File: src/hw/rtl/acba_pkg.sv
// Shared types and constants for the CORDIC atan2 pipeline.
// Holds the stage payload struct, half-turn codes and arctangent tables.
// No dependencies.
package acba_pkg;

    // Internal x/y width: covers CORDIC gain on a full-scale negated vector
    localparam int XY_W    = 19;
    localparam int ANGLE_W = 16;
    localparam int BITS_LO = 8;
    localparam int BITS_HI = 16;
    localparam int ROM_ROWS = BITS_HI - BITS_LO + 1;
    localparam int ROM_COLS = BITS_HI - 1;

    // Half-turn correction noted by the pre-rotation
    typedef enum logic [1:0] {
        HALF_NONE,
        HALF_POS,
        HALF_NEG
    } t_half;

    typedef struct packed {
        logic signed [XY_W-1:0] x;
        logic signed [XY_W-1:0] y;
        logic [ANGLE_W-1:0]     z;
        t_half                  half;
    } t_vec;

    // Arctangent entries, one row per precision, rows padded with zeros
    localparam logic [ANGLE_W-1:0] ATAN_ROM [ROM_ROWS][ROM_COLS] = '{
        '{16'h0020, 16'h0013, 16'h000A, 16'h0005, 16'h0003, 16'h0001, 16'h0001,
          16'h0000, 16'h0000, 16'h0000, 16'h0000, 16'h0000, 16'h0000, 16'h0000,
          16'h0000},
        '{16'h0040, 16'h0026, 16'h0014, 16'h000A, 16'h0005, 16'h0003, 16'h0001,
          16'h0001, 16'h0000, 16'h0000, 16'h0000, 16'h0000, 16'h0000, 16'h0000,
          16'h0000},
        '{16'h0080, 16'h004C, 16'h0028, 16'h0014, 16'h000A, 16'h0005, 16'h0003,
          16'h0001, 16'h0001, 16'h0000, 16'h0000, 16'h0000, 16'h0000, 16'h0000,
          16'h0000},
        '{16'h0100, 16'h0097, 16'h0050, 16'h0029, 16'h0014, 16'h000A, 16'h0005,
          16'h0003, 16'h0001, 16'h0001, 16'h0000, 16'h0000, 16'h0000, 16'h0000,
          16'h0000},
        '{16'h0200, 16'h012E, 16'h00A0, 16'h0051, 16'h0029, 16'h0014, 16'h000A,
          16'h0005, 16'h0003, 16'h0001, 16'h0001, 16'h0000, 16'h0000, 16'h0000,
          16'h0000},
        '{16'h0400, 16'h025D, 16'h013F, 16'h00A2, 16'h0051, 16'h0029, 16'h0014,
          16'h000A, 16'h0005, 16'h0003, 16'h0001, 16'h0001, 16'h0000, 16'h0000,
          16'h0000},
        '{16'h0800, 16'h04B9, 16'h027F, 16'h0144, 16'h00A3, 16'h0051, 16'h0029,
          16'h0014, 16'h000A, 16'h0005, 16'h0003, 16'h0001, 16'h0001, 16'h0000,
          16'h0000},
        '{16'h1000, 16'h0972, 16'h04FE, 16'h0289, 16'h0146, 16'h00A3, 16'h0051,
          16'h0029, 16'h0014, 16'h000A, 16'h0005, 16'h0003, 16'h0001, 16'h0001,
          16'h0000},
        '{16'h2000, 16'h12E4, 16'h09FB, 16'h0511, 16'h028B, 16'h0146, 16'h00A3,
          16'h0051, 16'h0029, 16'h0014, 16'h000A, 16'h0005, 16'h0003, 16'h0001,
          16'h0001}
    };

    // Look up the arctangent entry of one micro-rotation at one precision
    function automatic logic [ANGLE_W-1:0] atan_entry(input int bits, input int k);
        return ATAN_ROM[bits - BITS_LO][k];
    endfunction

endpackage

File: src/hw/rtl/acba_stage.sv
// One CORDIC vectoring micro-rotation with its own pipeline register.
// Depends on acba_pkg for the payload struct.
module acba_stage #(
    parameter int          SHIFT = 0,
    parameter logic [15:0] ENTRY = 16'h2000
) (
    input  logic          i_clk,
    input  logic          i_rst_n,
    input  logic          i_valid,
    output logic          o_ready,
    input  acba_pkg::t_vec i_data,
    output logic          o_valid,
    input  logic          i_ready,
    output acba_pkg::t_vec o_data
);
    import acba_pkg::*;

    logic r_valid;
    t_vec r_data;
    t_vec n_data;

    // Take a new request when empty or when the held one moves on
    assign o_ready = !r_valid || i_ready;

    // Rotate toward y = 0 and accumulate the angle
    always_comb begin
        n_data = i_data;
        if (i_data.y <= 0) begin
            n_data.x = i_data.x - (i_data.y >>> SHIFT);
            n_data.y = i_data.y + (i_data.x >>> SHIFT);
            n_data.z = i_data.z - ENTRY;
        end else begin
            n_data.x = i_data.x + (i_data.y >>> SHIFT);
            n_data.y = i_data.y - (i_data.x >>> SHIFT);
            n_data.z = i_data.z + ENTRY;
        end
    end

    // Advance the stage register
    always_ff @(posedge i_clk) begin
        if (!i_rst_n) begin
            r_valid <= 1'b0;
        end else if (o_ready) begin
            r_valid <= i_valid;
        end
    end

    always_ff @(posedge i_clk) begin
        if (o_ready && i_valid) begin
            r_data <= n_data;
        end
    end

    assign o_valid = r_valid;
    assign o_data  = r_data;

`ifndef SYNTHESIS
    a_hold_valid : assert property (@(posedge i_clk) disable iff (!i_rst_n)
        r_valid && !i_ready |=> r_valid)
        else $error("stage dropped a stalled request");
    a_hold_data : assert property (@(posedge i_clk) disable iff (!i_rst_n)
        r_valid && !i_ready |=> $stable(r_data))
        else $error("stage payload changed under stall");
    a_x_positive : assert property (@(posedge i_clk) disable iff (!i_rst_n)
        r_valid |-> !r_data.x[XY_W-1])
        else $error("rotated x went negative");
`endif

endmodule

File: src/hw/rtl/atan2_cordic_binary_angle.sv
// Pipelined CORDIC atan2 returning a binary angle.
// Depends on acba_pkg and acba_stage.
//
// Usage:
//   Slave channel i_s_*: one (x, y) request per accepted beat.
//   Master channel o_m_*: one 16-bit binary angle per request, pi equal to
//   2^(ANGLE_BITS-1) with ANGLE_BITS clamped to 8..16, wrapping modulo
//   2^16; results leave in request order.
// Pipeline: one pre-rotation register, ANGLE_BITS-1 micro-rotation stages,
//   one output register.
// Throughput: one request per cycle when not stalled; each micro-rotation
//   has its own shift-add stage, so no unit is shared between requests.
// Stall: every stage holds a valid bit and takes a new request whenever it
//   is empty or its content moves on, so bubbles close up and the slave side
//   keeps accepting while earlier stages have room. A held result stays on
//   o_m_tdata until taken; nothing is lost or repeated.
// Reset: synchronous, active low; all valid bits clear, the pipeline is
//   empty and ready on the first cycle after reset.
module atan2_cordic_binary_angle #(
    parameter int ANGLE_BITS = 16
) (
    input  logic        i_clk,
    input  logic        i_rst_n,
    input  logic        i_s_tvalid,
    output logic        o_s_tready,
    input  logic [31:0] i_s_tdata,   // [15:0] x_in, [31:16] y_in
    output logic        o_m_tvalid,
    input  logic        i_m_tready,
    output logic [15:0] o_m_tdata    // [15:0] angle
);
    import acba_pkg::*;

    localparam int BITS = (ANGLE_BITS < BITS_LO) ? BITS_LO :
                          (ANGLE_BITS > BITS_HI) ? BITS_HI : ANGLE_BITS;
    localparam int N    = BITS - 1;
    localparam logic [ANGLE_W-1:0] HALF_TURN = ANGLE_W'(1 << (BITS - 1));

    logic                   w_valid [N+1];
    t_vec                   w_data  [N+1];
    logic                   w_rdy   [N+2];

    logic                   r_pre_valid;
    t_vec                   r_pre;
    t_vec                   n_pre;
    logic signed [XY_W-1:0] w_x;
    logic signed [XY_W-1:0] w_y;

    logic                   r_out_valid;
    logic [ANGLE_W-1:0]     r_angle;
    logic [ANGLE_W-1:0]     n_angle;

    // Pre-rotation: fold the left half-plane onto the right
    assign w_x = XY_W'(signed'(i_s_tdata[15:0]));
    assign w_y = XY_W'(signed'(i_s_tdata[31:16]));

    always_comb begin
        n_pre.z = '0;
        if (w_x < 0) begin
            n_pre.x    = -w_x;
            n_pre.y    = -w_y;
            n_pre.half = (w_y > 0) ? HALF_POS : HALF_NEG;
        end else begin
            n_pre.x    = w_x;
            n_pre.y    = w_y;
            n_pre.half = HALF_NONE;
        end
    end

    assign w_rdy[0]   = !r_pre_valid || w_rdy[1];
    assign o_s_tready = w_rdy[0];

    always_ff @(posedge i_clk) begin
        if (!i_rst_n) begin
            r_pre_valid <= 1'b0;
        end else if (w_rdy[0]) begin
            r_pre_valid <= i_s_tvalid;
        end
    end

    always_ff @(posedge i_clk) begin
        if (w_rdy[0] && i_s_tvalid) begin
            r_pre <= n_pre;
        end
    end

    assign w_valid[0] = r_pre_valid;
    assign w_data[0]  = r_pre;

    // Micro-rotation chain, one stage per arctangent entry
    for (genvar k = 0; k < N; k++) begin : g_rot
        acba_stage #(
            .SHIFT (k),
            .ENTRY (atan_entry(BITS, k))
        ) u_stage (
            .i_clk   (i_clk),
            .i_rst_n (i_rst_n),
            .i_valid (w_valid[k]),
            .o_ready (w_rdy[k+1]),
            .i_data  (w_data[k]),
            .o_valid (w_valid[k+1]),
            .i_ready (w_rdy[k+2]),
            .o_data  (w_data[k+1])
        );
    end

    // Apply the half-turn correction
    always_comb begin
        unique case (w_data[N].half)
            HALF_POS: n_angle = w_data[N].z + HALF_TURN;
            HALF_NEG: n_angle = w_data[N].z - HALF_TURN;
            default:  n_angle = w_data[N].z;
        endcase
    end

    // Hold the result until the master side takes it
    assign w_rdy[N+1] = !r_out_valid || i_m_tready;

    always_ff @(posedge i_clk) begin
        if (!i_rst_n) begin
            r_out_valid <= 1'b0;
        end else if (w_rdy[N+1]) begin
            r_out_valid <= w_valid[N];
        end
    end

    always_ff @(posedge i_clk) begin
        if (w_rdy[N+1] && w_valid[N]) begin
            r_angle <= n_angle;
        end
    end

    assign o_m_tvalid = r_out_valid;
    assign o_m_tdata  = r_angle;

`ifndef SYNTHESIS
    a_out_hold : assert property (@(posedge i_clk) disable iff (!i_rst_n)
        o_m_tvalid && !i_m_tready |=> o_m_tvalid && $stable(o_m_tdata))
        else $error("result changed or vanished under stall");
    a_reset_empty : assert property (@(posedge i_clk)
        !i_rst_n |=> !o_m_tvalid && o_s_tready)
        else $error("pipeline not empty after reset");
    a_empty_ready : assert property (@(posedge i_clk) disable iff (!i_rst_n)
        !r_pre_valid |-> o_s_tready)
        else $error("empty front stage refused a request");
    a_pre_positive : assert property (@(posedge i_clk) disable iff (!i_rst_n)
        r_pre_valid |-> !r_pre.x[XY_W-1])
        else $error("pre-rotation left x negative");
`endif

endmodule
File: config.mk
export PLATFORM = sky130hd
export DESIGN_NAME = atan2_cordic_binary_angle
export DESIGN_NICKNAME = d
export VERILOG_FILES = /design/src/hw/rtl/acba_pkg.sv /design/src/hw/rtl/acba_stage.sv /design/src/hw/rtl/atan2_cordic_binary_angle.sv
export SDC_FILE = /design/constraint.sdc
export NUM_CORES = 2
export LEC_CHECK = 0
export BUFFER_PORTS_ARGS = -buffer_cell sky130_fd_sc_hd__clkbuf_2
export CORE_ASPECT_RATIO = 0.5
export CORE_MARGIN = 5
export CORE_UTILIZATION = 60
export CTS_CLUSTER_SIZE = 25
export DETAILED_ROUTE_END_ITERATION = 10
export GPL_ROUTABILITY_DRIVEN = 0
export PLACE_DENSITY = 0.73
export SYNTH_ARGS = -nofsm -noshare
export SYNTH_HDL_FRONTEND = slang
export SYNTH_HIERARCHICAL = 1
export SYNTH_SLANG_ARGS = --single-unit
File: constraint.sdc
create_clock -name i_clk -period 6.4 [get_ports i_clk]
set_clock_uncertainty 0.2 [all_clocks]
set_input_delay 0 -clock i_clk [delete_from_list [all_inputs] [get_ports i_clk]]
set_output_delay 0 -clock i_clk [all_outputs]
set_load 0.02 [all_outputs]
==> metrics <==
outcome complete, but fails checks; violated checks DRC; Power Dens Cells 186.9 mW/mm2; share of cells above drive strength 1 ~5.6%; GRT Overall Usage 25.65%; Post-DP Area a little under 0.07 mm2; vias per cell 6.210; setup TNS 0 ns; Max-cap violations 0; CTS Root Cell clkbuf_16; Via Count around 53000; non-filler cells, final approximately 8600; FMAX 174.9 MHz; Hold Slack 0.05598 ns; Sw Pwr 3685 uW; Least-Margin Pin Slew about 1.1 ns; Critical Path RT 6.62 ns; HP Class input pin to flop; FF-to-FF Start g_rot[1].u_stage/o_data[20]$_DFFE_PP_; leak pwr around 0.029 uW; Die Height 247.8 um; Yosys warning count 6; vias in the first global route ~52000; Reg clk slew, reported paths roughly 0.060 ns; clock share of power between 30% and 40%; Max Slew Vio Count 0; io pins 54; Port Buffers 53; initial drt markers about 3800; Fillers 8678; most common cell after layout, fill and taps aside edfxtp_1; combinational power share between 15 and 20%; post-cts gate resize count 0; Switching Share about 27%; post-route minimum period roughly 5.7 ns; clock tree buffer depth 3; worst r2r dst g_rot[2].u_stage/o_data[55]$_DFFE_PP_; Mapped Area about 0.068 mm2; Reg2Reg Depth 18; total wire length about 160000 um; final hold violations 0; first-pass detailed-route iteration total 9; fin crit share 89.34%; clk_lat worst skew slightly below 0.7 ns; sequential power share 46.9%; Worst R2R Setup Slack approximately 0.68 ns; TritonCTS sink count 842; CTS tree built; CTS H-tree lvls 3; Critical Path AT about 5.9 ns; HPWL after detailed placement roughly 120000 um; commonest non-fill, non-tap cells in the layout edfxtp_1, ha_1, xnor2_1, a21oi_1, nor2_1; Internal Pwr Total approximately 10000 uW; Crit Path Max Fanout 35; Hold EP r_pre[36]$_DFFE_PP_; Final Cell Area between 0.07 and 0.08 mm2; largest net degree at the start of global routing 57; GRT overflow 0; Synth Instances a little under 7000; Mean Syn Cell Area ~10 um2; first-pass GRT wire length between 200000 and 300000 um; Relative slew margins roughly a quarter; CTS buffer count 82; Die ar. approximately 0.12 mm2; Routed wire per std cell about 18 um; RSZ-0062 raised after global routing false; Multi-input gate area between 0.04 and 0.05 mm2; initial antenna violation count 1; placed cells approximately 8300; Final #Nets roughly 7800; crit path launch type flop; DRC 1; final setup vio count 0; Cell Rows just under 90; Hold Crit Depth 4; P&R area growth vs syn 7.961%; Initial Util around three fifths; worst hold start i_s_tdata[31]; VDD IR max roughly 0.22 mV; Reg area 0.02511 mm2; core area around 0.11 mm2; Setup Crit Path Kind flop to flop; Critical Path End Type flop; Post-DRT Antenna Nets 0; die width between 400 and 500 um
registers in the layout (all words and copies together) (netlist names):
name / count
r_pre_valid: 1
g_rot.u_stage/o_data: 769
o_m_tdata: 16
o_m_tvalid: 1
g_rot.u_stage/o_valid: 15
r_pre: 40
area by class of cell:
type	instances	area share, %
multi-input cells	5524	55.62
flip-flops and latches	842	34.28
clock buffers	102	3.045
well taps	1513	2.584
inverters	376	1.964
repair buffers	173	1.926
clock inverters	45	0.5772
diodes	1	0.003416
worst max-delay path, cell delays in order, from the launching register on:
cell and delay [ns]:
edfxtp_1 0.47, inv_1 0.12, ha_1 0.17, or3b_1 0.40, nor4_1 0.52, nand3b_1 0.34, nor4_4 0.25, nor2_2 0.04
buf_4 0.26, clkinv_1 0.32, mux2i_1 0.20, fa_1 0.47, a21oi_1 0.19, o211ai_1 0.19, o311ai_0 0.51, a211o_1 0.21
nand2_1 0.12, a221oi_1 0.35, xnor2_1 0.12
through the flow:
stage               util (%)  total power, uW  setup slack (ns)
finish                 65.16            13700            0.6820
global route           65.16            14310            0.3271
CTS                    65.15            13780            0.8135
detailed placement     61.92             8800            0.8482
global placement       61.92             8736            0.8984
floorplan                  -             8253             1.923
how the worst max path moves through the flow:
stage / from / endpoint / slack [ns] / cells past startpoint
detailed placement: g_rot[1].u_stage/o_data[20]$_DFFE_PP_ / g_rot[2].u_stage/o_data[54]$_DFFE_PP_ / 0.85 / 18
CTS: g_rot[1].u_stage/o_data[20]$_DFFE_PP_ / g_rot[2].u_stage/o_data[55]$_DFFE_PP_ / 0.81 / 18
global placement: g_rot[1].u_stage/o_data[20]$_DFFE_PP_ / g_rot[2].u_stage/o_data[55]$_DFFE_PP_ / 0.90 / 18
finish: g_rot[1].u_stage/o_data[20]$_DFFE_PP_ / g_rot[2].u_stage/o_data[55]$_DFFE_PP_ / 0.68 / 18
global route: g_rot[1].u_stage/o_data[20]$_DFFE_PP_ / g_rot[2].u_stage/o_data[55]$_DFFE_PP_ / 0.33 / 18
floorplan: g_rot[0].u_stage/o_data[19]$_DFFE_PP_ / g_rot[1].u_stage/o_data[53]$_DFFE_PP_ / 1.92 / 15
power by group through the flow:
stage	Sequential (uW)	Combinational, uW	Clock, uW
after floorplan	6470	1780	0
after global placement	6530	2210	0
after detailed placement	6530	2270	0
after CTS	6410	2340	5020
after global routing	6430	2620	5260
final	6420	2390	4890
repair_timing:
action / 4_1_cts / 5_1_grt
hold buffers: 98 / 0
setup buffers: 0 / 0
endpoints found under the hold margin: 63 / 0
metal layers:
layer,up-vias,track usage [%],routed length (um)
met5,-,0,0
met4,0,9.482,5802
li1,25895,-,-
met1,25279,31.09,66320
met2,1662,46.85,78670
met3,417,3.521,7394
(Power assumes the default switching activity.)
